**src/sv/crls_pkg.sv**
```systemverilog
// Shared widths and register codes for the Cramer's rule solver.
package crls_pkg;

  localparam int DATA_W    = 32;
  localparam int QUOT_W    = 48;
  localparam int FRAC_W    = 16;
  localparam int UCNT_W    = 3;
  localparam int VIDX_W    = 2;
  localparam int MAX_N_DEF = 4;
  localparam int PADDR_W   = 3;

  // Register index as seen on paddr[2].
  localparam logic REG_UNKNOWN_COUNT = 1'b0;

endpackage

```
**src/sv/crls_ram.sv**
```systemverilog
// Generic single-write, single-read RAM with registered read data.
module crls_ram #(
  parameter int WIDTH = 32,
  parameter int DEPTH = 16
) (
  input  logic                     clk,
  input  logic                     we,
  input  logic [$clog2(DEPTH)-1:0] waddr,
  input  logic [WIDTH-1:0]         wdata,
  input  logic [$clog2(DEPTH)-1:0] raddr,
  output logic [WIDTH-1:0]         rdata
);

  logic [WIDTH-1:0] mem [DEPTH];

  always_ff @(posedge clk) begin
    if (we) begin
      mem[waddr] <= wdata;
    end
    rdata <= mem[raddr];
  end

endmodule

```
**src/sv/crls_div.sv**
```systemverilog
// Restoring divider: (num * 2^16) / den, signed Q31.16, truncated, saturated.
module crls_div import crls_pkg::*; (
  input  logic                     clk,
  input  logic                     rst,
  input  logic                     start,
  input  logic [DATA_W-1:0]        num,
  input  logic [DATA_W-1:0]        den,
  output logic                     done,
  output logic [QUOT_W-1:0]        quot
);

  localparam int CNT_W = $clog2(QUOT_W + 1);
  localparam logic [QUOT_W-1:0] QMAX = {1'b0, {(QUOT_W-1){1'b1}}};

  logic              run;
  logic [CNT_W-1:0]  cnt;
  logic [QUOT_W-1:0] dvd;
  logic [DATA_W-1:0] dsr;
  logic [DATA_W-1:0] rem;
  logic              neg;

  logic [DATA_W:0]   rem_sh;
  logic [DATA_W:0]   diff;
  logic              ge;
  logic [QUOT_W-1:0] qmag;
  logic [DATA_W-1:0] num_mag;
  logic [DATA_W-1:0] den_mag;

  always_comb begin
    rem_sh  = {rem, dvd[QUOT_W-1]};
    diff    = rem_sh - {1'b0, dsr};
    ge      = (rem_sh >= {1'b0, dsr});
    qmag    = {dvd[QUOT_W-2:0], ge};
    num_mag = num[DATA_W-1] ? (~num + 1'b1) : num;
    den_mag = den[DATA_W-1] ? (~den + 1'b1) : den;
  end

  always_ff @(posedge clk) begin
    if (rst) begin
      run  <= 1'b0;
      done <= 1'b0;
      cnt  <= '0;
    end else begin
      done <= 1'b0;
      if (start) begin
        run <= 1'b1;
        cnt <= CNT_W'(QUOT_W);
        dvd <= {num_mag, {FRAC_W{1'b0}}};
        dsr <= den_mag;
        rem <= '0;
        neg <= num[DATA_W-1] ^ den[DATA_W-1];
      end else if (run) begin
        rem <= ge ? diff[DATA_W-1:0] : rem_sh[DATA_W-1:0];
        dvd <= qmag;
        cnt <= cnt - 1'b1;
        if (cnt == CNT_W'(1)) begin
          run  <= 1'b0;
          done <= 1'b1;
          // clamp the one positive overflow, +2^47
          if (neg) begin
            quot <= ~qmag + 1'b1;
          end else if (qmag[QUOT_W-1]) begin
            quot <= QMAX;
          end else begin
            quot <= qmag;
          end
        end
      end
    end
  end

endmodule

```
**src/sv/cramer_rule_linear_solver_top.sv**
```systemverilog
// Top level of the Cramer's rule solver: load, determinant engine, results.
//
//   channel  signals                                                        direction
//   -------  -------------------------------------------------------------  ---------
//   input    start, busy, value                                             in/out
//   result   done, var_index, numerator, denominator, quotient, no_solution, last  out
//   config   psel, penable, pwrite, paddr, pwdata, prdata, pready           in/out
//
// Items load at one per cycle while busy is low. The last constant of a
// matrix raises busy. Each determinant is division-free (Bird's method) on
// one shared 32x32 multiplier fed from the matrix and scratch memories:
// a copy into scratch plus (n-1) MAC passes, each step ending in a drain.
// N+1 determinants and N divisions (one quotient bit a cycle) follow, unless
// the main determinant is zero. Reset is synchronous and clears control
// state. Results cannot be stalled: done is one cycle.
module cramer_rule_linear_solver_top import crls_pkg::*; #(
  parameter int MAX_N = MAX_N_DEF
) (
  input  logic                clk,
  input  logic                rst,
  input  logic                start,
  output logic                busy,
  input  logic [DATA_W-1:0]   value,
  output logic                done,
  output logic [VIDX_W-1:0]   var_index,
  output logic [DATA_W-1:0]   numerator,
  output logic [DATA_W-1:0]   denominator,
  output logic [QUOT_W-1:0]   quotient,
  output logic                no_solution,
  output logic                last,
  input  logic                psel,
  input  logic                penable,
  input  logic                pwrite,
  input  logic [PADDR_W-1:0]  paddr,
  input  logic [DATA_W-1:0]   pwdata,
  output logic [DATA_W-1:0]   prdata,
  output logic                pready
);

  localparam int IW = $clog2(MAX_N);
  localparam int CW = $clog2(MAX_N + 1);
  localparam int CD = 1 << (2 * IW);
  localparam int KD = 1 << IW;
  localparam int SD = 2 << (2 * IW);

  typedef enum logic [2:0] {
    ST_LOAD, ST_COPY, ST_MAC, ST_DRAIN, ST_DECIDE, ST_DIV
  } state_t;

  state_t state;

  logic [UCNT_W-1:0] unknown_count;
  logic [CW-1:0]     n_eff;
  logic [IW-1:0]     nm1;
  logic [3:0]        uc4;

  // load counters
  logic [IW-1:0] row;
  logic [CW-1:0] col;

  // sequencer counters
  logic [IW-1:0] r, c, k;
  logic [CW-1:0] it;
  logic          repl;
  logic [IW-1:0] var_i;

  logic [DATA_W-1:0] main_det;
  logic [DATA_W-1:0] det_y;
  logic [DATA_W-1:0] diag_sum;
  logic [DATA_W-1:0] diag_x;

  // pipeline tags
  logic          v1, cp1, first1, last1, rowend1;
  logic [IW-1:0] r1, c1, k1;
  logic          v2, first2, last2;
  logic [IW-1:0] r2, c2;
  logic [DATA_W-1:0] prod;
  logic [DATA_W-1:0] acc;
  logic [DATA_W-1:0] acc_next;

  // memory ports
  logic              coeff_we;
  logic [2*IW-1:0]   coeff_raddr;
  logic [DATA_W-1:0] coeff_rd;
  logic              const_we;
  logic [DATA_W-1:0] const_rd;
  logic              scr_we;
  logic [2*IW:0]     scr_waddr;
  logic [DATA_W-1:0] scr_wdata;
  logic [2*IW:0]     scr_raddr;
  logic [DATA_W-1:0] scr_rd;

  logic [DATA_W-1:0] aval;
  logic [DATA_W-1:0] mu;
  logic [DATA_W-1:0] prod_c;

  logic              cfg_wr;
  logic              accept;
  logic              div_start;
  logic              div_done;
  logic [QUOT_W-1:0] div_quot;

  assign pready = 1'b1;
  assign cfg_wr = psel & penable & pwrite & pready;
  assign prdata = (paddr[2] == REG_UNKNOWN_COUNT) ? DATA_W'(unknown_count) : '0;
  assign busy   = (state != ST_LOAD);
  assign accept = start & ~busy;

  always_comb begin
    uc4 = {1'b0, unknown_count};
    if (uc4 < 4'd2) begin
      n_eff = CW'(2);
    end else if (uc4 > 4'(MAX_N)) begin
      n_eff = CW'(MAX_N);
    end else begin
      n_eff = CW'(uc4);
    end
    nm1 = IW'(n_eff - CW'(1));
  end

  // memories
  assign coeff_we    = accept & (col != n_eff);
  assign const_we    = accept & (col == n_eff);
  assign coeff_raddr = {k, c};
  assign scr_raddr   = {~it[0], r, k};

  crls_ram #(.WIDTH(DATA_W), .DEPTH(CD)) u_coeff (
    .clk(clk), .we(coeff_we), .waddr({row, col[IW-1:0]}), .wdata(value),
    .raddr(coeff_raddr), .rdata(coeff_rd)
  );

  crls_ram #(.WIDTH(DATA_W), .DEPTH(KD)) u_const (
    .clk(clk), .we(const_we), .waddr(row), .wdata(value),
    .raddr(k), .rdata(const_rd)
  );

  crls_ram #(.WIDTH(DATA_W), .DEPTH(SD)) u_scratch (
    .clk(clk), .we(scr_we), .waddr(scr_waddr), .wdata(scr_wdata),
    .raddr(scr_raddr), .rdata(scr_rd)
  );

  // data stage: pick the column operand, form mu, multiply, accumulate, pick the scratch write
  always_comb begin
    aval     = (repl && (c1 == var_i)) ? const_rd : coeff_rd;
    mu       = first1 ? (~diag_sum + 1'b1) : scr_rd;
    prod_c   = mu * aval;
    acc_next = first2 ? prod : (acc + prod);
    if (v1 && cp1) begin
      scr_we    = 1'b1;
      scr_waddr = {1'b0, k1, c1};
      scr_wdata = aval;
    end else begin
      scr_we    = v2 & last2;
      scr_waddr = {it[0], r2, c2};
      scr_wdata = acc_next;
    end
  end

  crls_div u_div (
    .clk(clk), .rst(rst), .start(div_start), .num(det_y), .den(main_det),
    .done(div_done), .quot(div_quot)
  );

  // pipeline registers
  always_ff @(posedge clk) begin
    if (rst) begin
      v1 <= 1'b0;
      v2 <= 1'b0;
    end else begin
      v1      <= (state == ST_COPY) || (state == ST_MAC);
      cp1     <= (state == ST_COPY);
      r1      <= r;
      c1      <= c;
      k1      <= k;
      first1  <= (state == ST_MAC) && (k == r);
      last1   <= (k == nm1);
      rowend1 <= (c == nm1) && (k == nm1);
      v2      <= v1 & ~cp1;
      first2  <= first1;
      last2   <= last1;
      r2      <= r1;
      c2      <= c1;
      prod    <= prod_c;
      if (v2) begin
        acc <= acc_next;
        if (last2 && (r2 == '0) && (c2 == '0) && (it == CW'(n_eff - CW'(1)))) begin
          // result carries (-1)^(n-1)
          det_y <= n_eff[0] ? acc_next : (~acc_next + 1'b1);
        end
      end
      if (v1 && !cp1) begin
        if (first1) begin
          diag_x <= scr_rd;
        end
        if (rowend1) begin
          diag_sum <= diag_sum + (first1 ? scr_rd : diag_x);
        end
      end
      if (state == ST_DRAIN && !v1 && !v2) begin
        diag_sum <= '0;
      end
    end
  end

  // control
  always_ff @(posedge clk) begin
    if (rst) begin
      state         <= ST_LOAD;
      unknown_count <= UCNT_W'(2);
      row           <= '0;
      col           <= '0;
      main_det      <= '0;
      repl          <= 1'b0;
      var_i         <= '0;
      it            <= '0;
      r             <= '0;
      c             <= '0;
      k             <= '0;
      done          <= 1'b0;
      div_start     <= 1'b0;
    end else begin
      done      <= 1'b0;
      div_start <= 1'b0;
      if (cfg_wr && paddr[2] == REG_UNKNOWN_COUNT) begin
        unknown_count <= pwdata[UCNT_W-1:0];
        row           <= '0;
        col           <= '0;
      end
      unique case (state)
        ST_LOAD: begin
          if (accept) begin
            if (col == n_eff) begin
              col <= '0;
              if (row == nm1) begin
                row   <= '0;
                repl  <= 1'b0;
                it    <= '0;
                k     <= '0;
                c     <= '0;
                state <= ST_COPY;
              end else begin
                row <= row + 1'b1;
              end
            end else begin
              col <= col + 1'b1;
            end
          end
        end
        ST_COPY: begin
          if (c != nm1) begin
            c <= c + 1'b1;
          end else begin
            c <= '0;
            if (k != nm1) begin
              k <= k + 1'b1;
            end else begin
              state <= ST_DRAIN;
            end
          end
        end
        ST_MAC: begin
          if (k != nm1) begin
            k <= k + 1'b1;
          end else if (c != nm1) begin
            c <= c + 1'b1;
            k <= r;
          end else if (r != '0) begin
            r <= r - 1'b1;
            c <= '0;
            k <= r - 1'b1;
          end else begin
            state <= ST_DRAIN;
          end
        end
        ST_DRAIN: begin
          if (!v1 && !v2) begin
            if (it == CW'(n_eff - CW'(1))) begin
              state <= ST_DECIDE;
            end else begin
              it    <= it + 1'b1;
              r     <= nm1;
              c     <= '0;
              k     <= nm1;
              state <= ST_MAC;
            end
          end
        end
        ST_DECIDE: begin
          if (!repl) begin
            main_det <= det_y;
            if (det_y == '0) begin
              done        <= 1'b1;
              var_index   <= '0;
              numerator   <= '0;
              denominator <= '0;
              quotient    <= '0;
              no_solution <= 1'b1;
              last        <= 1'b1;
              state       <= ST_LOAD;
            end else begin
              repl  <= 1'b1;
              var_i <= '0;
              it    <= '0;
              k     <= '0;
              c     <= '0;
              state <= ST_COPY;
            end
          end else begin
            div_start <= 1'b1;
            state     <= ST_DIV;
          end
        end
        ST_DIV: begin
          if (div_done) begin
            done        <= 1'b1;
            var_index   <= VIDX_W'(var_i);
            numerator   <= det_y;
            denominator <= main_det;
            quotient    <= div_quot;
            no_solution <= 1'b0;
            last        <= (var_i == nm1);
            if (var_i == nm1) begin
              repl  <= 1'b0;
              state <= ST_LOAD;
            end else begin
              var_i <= var_i + 1'b1;
              it    <= '0;
              k     <= '0;
              c     <= '0;
              state <= ST_COPY;
            end
          end
        end
        default: state <= ST_LOAD;
      endcase
    end
  end

endmodule
```
**config.mk**
```make
export PLATFORM = sky130hd
export DESIGN_NAME = cramer_rule_linear_solver_top
export DESIGN_NICKNAME = d
export VERILOG_FILES = /design/src/sv/crls_pkg.sv /design/src/sv/crls_ram.sv /design/src/sv/crls_div.sv /design/src/sv/cramer_rule_linear_solver_top.sv
export SDC_FILE = /design/constraint.sdc
export NUM_CORES = 2
export LEC_CHECK = 0
export ABC_AREA = 1
export BUFFER_PORTS_ARGS = -buffer_cell sky130_fd_sc_hd__buf_2
export CORE_ASPECT_RATIO = 0.75
export CORE_MARGIN = 5
export CORE_UTILIZATION = 50
export CTS_CLUSTER_SIZE = 16
export DETAILED_ROUTE_END_ITERATION = 8
export GPL_ROUTABILITY_DRIVEN = 1
export PLACE_DENSITY = 0.65
export SYNTH_ARGS = -nofsm -noshare
export SYNTH_HDL_FRONTEND = slang
export SYNTH_SLANG_ARGS = --single-unit
```
**constraint.sdc**
```tcl
create_clock -name clk -period 28.7 [get_ports clk]
set_clock_uncertainty 0.05 [all_clocks]
set_input_delay 5.74 -clock clk [delete_from_list [all_inputs] [get_ports clk]]
set_output_delay 5.74 -clock clk [all_outputs]
set_load 0.01 [all_outputs]
```
# Word-level counts from Yosys, hierarchy flattened
# Memory sizes are Yosys's and may differ from the RTL's. A register that Yosys moved wholly into a read port is not among the register bits.
# Index checks and enable logic that the tools add are counted.
word_totals:
  in_bits: 73
  ff_bits: 520
  latch_bits: 0
  word_cells: 308
  n_memories: 3
  romBits: 0
  ram_bits: 1664
op_classes:
  n_bitwise: 22
  n_reduce_logical: 49
  mul: 1
  n_mux: 128
  n_shift: 0
  add_sub_neg: 17
  n_eq_ne: 37
  order_cmp: 3
  n_div: 0
mem_list:
  columns: ["name", "depth", "width", "rd", "rd_clocked_by_memory_dff", "write_ports", "line_no", "source"]
  rows:
  - ["u_scratch.mem", 32, 32, 1, 1, 1, "crls_ram.sv:14", "logic [WIDTH-1:0] mem [DEPTH];"]
  - ["u_coeff.mem", 16, 32, 1, 1, 1, "crls_ram.sv:14", null]
  - ["u_const.mem", 4, 32, 1, 1, 1, "crls_ram.sv:14", null]
ops:
  columns: ["op", "n"]
  rows:
  - ["$mux 32", 15]
  - ["$mux 48", 6]
  - ["$add 32x1->32 const B", 4]
  - ["$not 32->32", 4]
  - ["$pmux 32 s2", 2]
  - ["$pmux 48 s2", 1]
  - ["$mux 3", 28]
  - ["$add 32x32->32", 2]
  - ["$mux 2", 32]
  - ["$add 48x1->48 const B", 1]
  - ["$not 48->48", 1]
  - ["$mux 47", 1]
  - ["$ge 33x32->1", 1]
  - ["$logic_not 32->1", 1]
  - ["$mul 32x32->32", 1]
  - ["$sub 32x32->32", 1]
  - ["$mux 31", 1]
  - ["$mux 1", 28]
  - ["$ne 2x2->1 const B", 14]
  - ["$pmux 2 s6", 2]
  - ["$reduce_and 10->1", 2]
  - ["$pmux 3 s6", 1]
  - ["$reduce_and 13->1", 1]
  - ["$eq 2x2->1", 6]
  - ["43 further kinds", 101]

# Logic depth before layout (Yosys ltp)
depth:
  ltp_word: 9
  mapped_depth: 43
  mapped_depth_nobuf: 41

# Hierarchy
# A second synthesis with hierarchy kept.
hier_totals:
  hier_cells: 11935
  hier_area_um2: 118237.1
modules_own_cells:
  columns: ["module", "n_inst", "seq_area_each_um2", "cells_per_inst", "area_each_um2"]
  rows:
  - ["crls_ram at u_scratch", 1, 31390.1, 3536, 42405.7]
  - ["cramer_rule_linear_solver_top", 1, 9949.5, 4341, 35610.4]
  - ["crls_ram at u_coeff", 1, 16015.4, 2120, 22730.6]
  - ["crls_div", 1, 4994.8, 1397, 11412.2]
  - ["crls_ram at u_const", 1, 4484.3, 541, 6078.3]

# Least setup slack after synthesis
# No wires, ideal clock.
synth_timing:
  path_kind: "input -> register"
  from: "input rst"
  to: "register denominator[0] (enable)"
  path_buffers: 1
  slack_ps: 10832
  required_ps: 27775
  stages: 2
  arrival_ps: 16943
  path_cell_list: "clkbuf_1 > nor4_1"
synth_between:
  elab_chain_len: 2
synth_lines:
  columns: ["element", "line_no", "source"]
  rows:
  - ["start, declared", "cramer_rule_linear_solver_top.sv:20", "input logic rst,"]
  - ["$not 1->1 (no source line)", null, null]
  - ["$reduce_and 5->1 (no source line)", null, null]
  - ["end signal, assigned", "cramer_rule_linear_solver_top.sv:318", "denominator <= main_det;"]
  - ["end, declared", "cramer_rule_linear_solver_top.sv:27", "output logic [DATA_W-1:0] denominator,"]
# No other way between the ends.
# A chain may end at the register's enable or synchronous reset.

# Worst setup path after layout
layout_timing:
  from: "input paddr[2]"
  to: "output prdata[2]"
layout_between:
  elab_chain_len: 1
layout_lines:
  columns: ["element", "line_no", "source"]
  rows:
  - ["start, declared", "cramer_rule_linear_solver_top.sv:34", "input logic [PADDR_W-1:0] paddr,"]
  - ["$mux 3", "cramer_rule_linear_solver_top.sv:105", "assign prdata = (paddr[2] == REG_UNKNOWN_COUNT) ? DATA_W'(unknown_count) : '0;"]
  - ["end, declared", "cramer_rule_linear_solver_top.sv:36", "output logic [DATA_W-1:0] prdata,"]
# No other way between the ends.

==> impl_metrics.csv <==
group,metric,value,unit
critical_path,reg2reg_from,"c1[0]$_DFFE_PN_",
synthesis,ys_warn_count,0,
drt,drt_pre_antenna_iters,6,
critical_path,worstPathMaxFanout,4,
power_and_ir_drop,clockPowerShare,0.186,
floorplanning,die_h,416,um
synthesis,avgSynthCellArea,11.5,um2
power_and_ir_drop,power_density,126,nW/um2
grt,grtUsageTotal,0.277,
clock_network,htreeDepth,4,
critical_path,cp.arrival,6.11,ns
critical_path,worstSetupPathType,"in2out",
sta,worst_slew_pin_slew,1.39,ns
power_and_ir_drop,switchingPower,6.37,mW
grt,grt_util_met2,0.393,
critical_path,path_cells,"buf_2 > nor2_1 > buf_2",
sta,period_share,0.415,
synthesis,synth_cell_type_count,63,
clock_network,cts-root-buf,"clkbuf_16",
critical_path,cp_slowest_cell,"buf_2",
critical_path,reg2reg_depth,30,
floorplanning,start_util,0.504,
final_layout,nets,10400,
floorplanning,dieWidth,551,um
run,cap_viol_max_count,0,
drt,first_iter_violations,9648,
status,status,"finished, final reports clean",
sta,fmax,84.0,MHz
sta,rsz0062_at_grt,"no",
place,place.gp.congestion,0.967,
sta,finalSetupTns,0,ns
critical_path,cp.required,22.91,ns
drt,num_vias,75400,
drt,viasPerCell,5.92,
power_and_ir_drop,irDropWorstVdd,690,uV
clock_network,clock_path_buffers,4,
clock_network,post_cts_buffers,0,
place,io_buffers,162,
synthesis,async_flop_share,0,
sta,hold_viol,0,
grt,grt.busiest_layer,"met1",
clock_network,cts_buffers,220,
power_and_ir_drop,switching_share,0.418,
clock_network,path_clk_slew,0.06,ns
grt,grt_pass1_vias,71400,
critical_path,critPathMaxStageDelay,0.15,ns
hold_path,min_from,"r1[1]$_DFFE_PN_",
drt,drt_wl_total,324000,um
grt,grt_max_degree,153,
grt,grtUsageMet3,0.0589,
synthesis,synth_edf_count,2117,
clock_network,cts_tree,"yes",
floorplanning,num_io_pins,224,
power_and_ir_drop,comb_power_share,0.530,
clock_network,cts_resized,0,
final_layout,post-route-util,0.557,
final_layout,drive_gt1_frac,0.0872,
critical_path,cp-startpoint,"paddr[2]",
critical_path,path_common_cell,"buf_2",
drt,avgRoutedWirePerCell,25.5,um
critical_path,cp-start-kind,"input port",
critical_path,cp-end-kind,"output pin",
hold_path,holdPathStages,0,
sta,max_slew_margin,0.0749,
sta,maxSlewViolCount,0,
power_and_ir_drop,p_leak,45.0,nW
hold_path,hold_class,"reg2reg",
grt,grt_pass1_wl,474000,um
power_and_ir_drop,finalPower,15.2,mW
floorplanning,core_area,218000,um2
synthesis,ys_seq_elements,2280,
clock_network,clock_sinks,2280,
critical_path,r2r_slack,18.40,ns
final_layout,area_growth_syn_to_layout,10.5,%
power_and_ir_drop,p_int,8.86,mW
power_and_ir_drop,pwr-share-seq,0.284,
synthesis,yosys_most_used_dff,"edfxtp_1",
place,dp_hpwl,203000,um
floorplanning,fp-row-count,148,
synthesis,syn_inst,9520,
drt,drc,0,
synthesis,syn_area,110000,um2
sta,fin_crit,11.90,ns
clock_network,ctsHoldBuffers,0,
grt,grt-ovfl-total,0,
synthesis,ys_seq_area_frac,0.609,
floorplanning,die_area,229000,um2
grt,grtUsageMet1,0.435,
clock_network,clkLatencyLatePin,0.92,ns
drt,ant_nets,0,
sta,setup_violations,0,
grt,antenna_found_initial,14,
[logic make-up (layout without fill, tap and decap cells)]
logic type | Yosys count | in the layout | share of synthesized area
simple gates | 3211 | 3211 | 0.121
compound gates | 1711 | 1711 | 0.101
other cells | 2 | 34 | 0.0000684
fa+ha+maj | 646 | 646 | 0.102
xor+xnor | 184 | 184 | 0.0148
flops | 2280 | 2280 | 0.609
mux | 2 | 2 | 0.000182
buf+inv | 1484 | 1745 | 0.0525
[cell usage in the layout (no fill, tap or decap), drive strengths merged, types with 11 or more instances in the layout]
cell type,netlist,routed
edfxtp,2117,2117
nand2,1308,1308
nor2,1224,1224
inv,1001,1013
o21ai,552,552
a22oi,516,516
nand3,421,421
fa,411,411
buf,86,333
clkbuf,384,299
a21oi,268,268
ha,235,235
dfxtp,163,163
xor2,142,142
o32ai,129,129
a31oi,117,117
nand4,107,107
clkinv,13,82
nor3,70,70
xnor2,42,42
a221oi,33,33
or2,33,33
conb,2,30
nor4,21,21
o21a,18,18
nand3b,17,17
o21bai,14,14
a211oi,12,12
o211ai,11,11
bufinv,0,11
[path summary, 6_finish.rpt]
path / end
setup reg to reg: prod[29]$_DFFE_PN_
hold reg to reg: r2[1]$_DFFE_PN_
hold / removal: r2[1]$_DFFE_PN_
setup / recovery: prdata[2]
[sequential cells by signal, summed over array words and instances (netlist names), 48 cells and up]
name           flops
u_coeff.mem      512
u_const.mem      128
u_scratch.mem   1024
quotient          48
u_div.quot        48
u_div.dvd         48
[power by group through the flow]
stage / clock network (mW) / logic (mW) / registers (mW)
floorplan: 0 / 5.44 / 4.40
global placement: 0 / 7.84 / 4.40
detailed placement: 0 / 7.96 / 4.40
CTS: 2.87 / 8.02 / 4.33
global route: 3.01 / 9.00 / 4.33
finish: 2.83 / 8.07 / 4.33
[routing by layer]
layer	routed length, um	vias up	part of all wire
li1	-	33500	-
met1	143000	37300	0.44
met2	136000	4005	0.42
met3	36300	489	0.11
met4	8500	6	0.026
met5	40	-	0.00012
[stage by stage]
stage                     instance area, um2  worst slack, ns  hold WS (ns)  instances
final                                 121000            16.80         0.369      12700
after global routing                  121000            16.78         0.374      12700
after CTS                             121000            16.79         0.370      12700
after detailed placement              114000            16.80         0.355      12300
after global placement                114000            16.82         0.352      12300
after floorplan                       110000            10.83         0.350       9548
[critical path, delay by kind of cell]
| kind | cells | cell delay (ns) |
|---|---|---|
| buffers and inverters | 2 | 0.27 |
| and+or+nand+nor | 1 | 0.10 |
[Yosys cell counts, drive strengths merged (21+ instances only)]
master,number,share of area
xnor2,42,0.0034
xor2,142,0.011
nor4,21,0.0012
clkbuf,384,0.013
nand3,421,0.019
buf,86,0.0047
dfxtp,163,0.030
a31oi,117,0.0067
a221oi,33,0.0026
or2,33,0.0019
nor2,1224,0.042
ha,235,0.027
inv,1001,0.034
nor3,70,0.0035
edfxtp,2117,0.58
nand2,1308,0.045
nand4,107,0.0061
a21oi,268,0.012
o32ai,129,0.010
a22oi,516,0.035
fa,411,0.075
o21ai,552,0.027
[layout make-up]
class | count | area [um2]
diodes | 4 | 10.0
clock buffers | 299 | 6130
clock inverters | 99 | 811
fillers | 18100 | 96300
inverters | 1014 | 3830
multi-input cells | 5784 | 37900
flip-flops and latches | 2280 | 66800
well taps | 2925 | 3660
repair buffers | 333 | 2140
No activity file was read; power rests on OpenSTA's default activity.
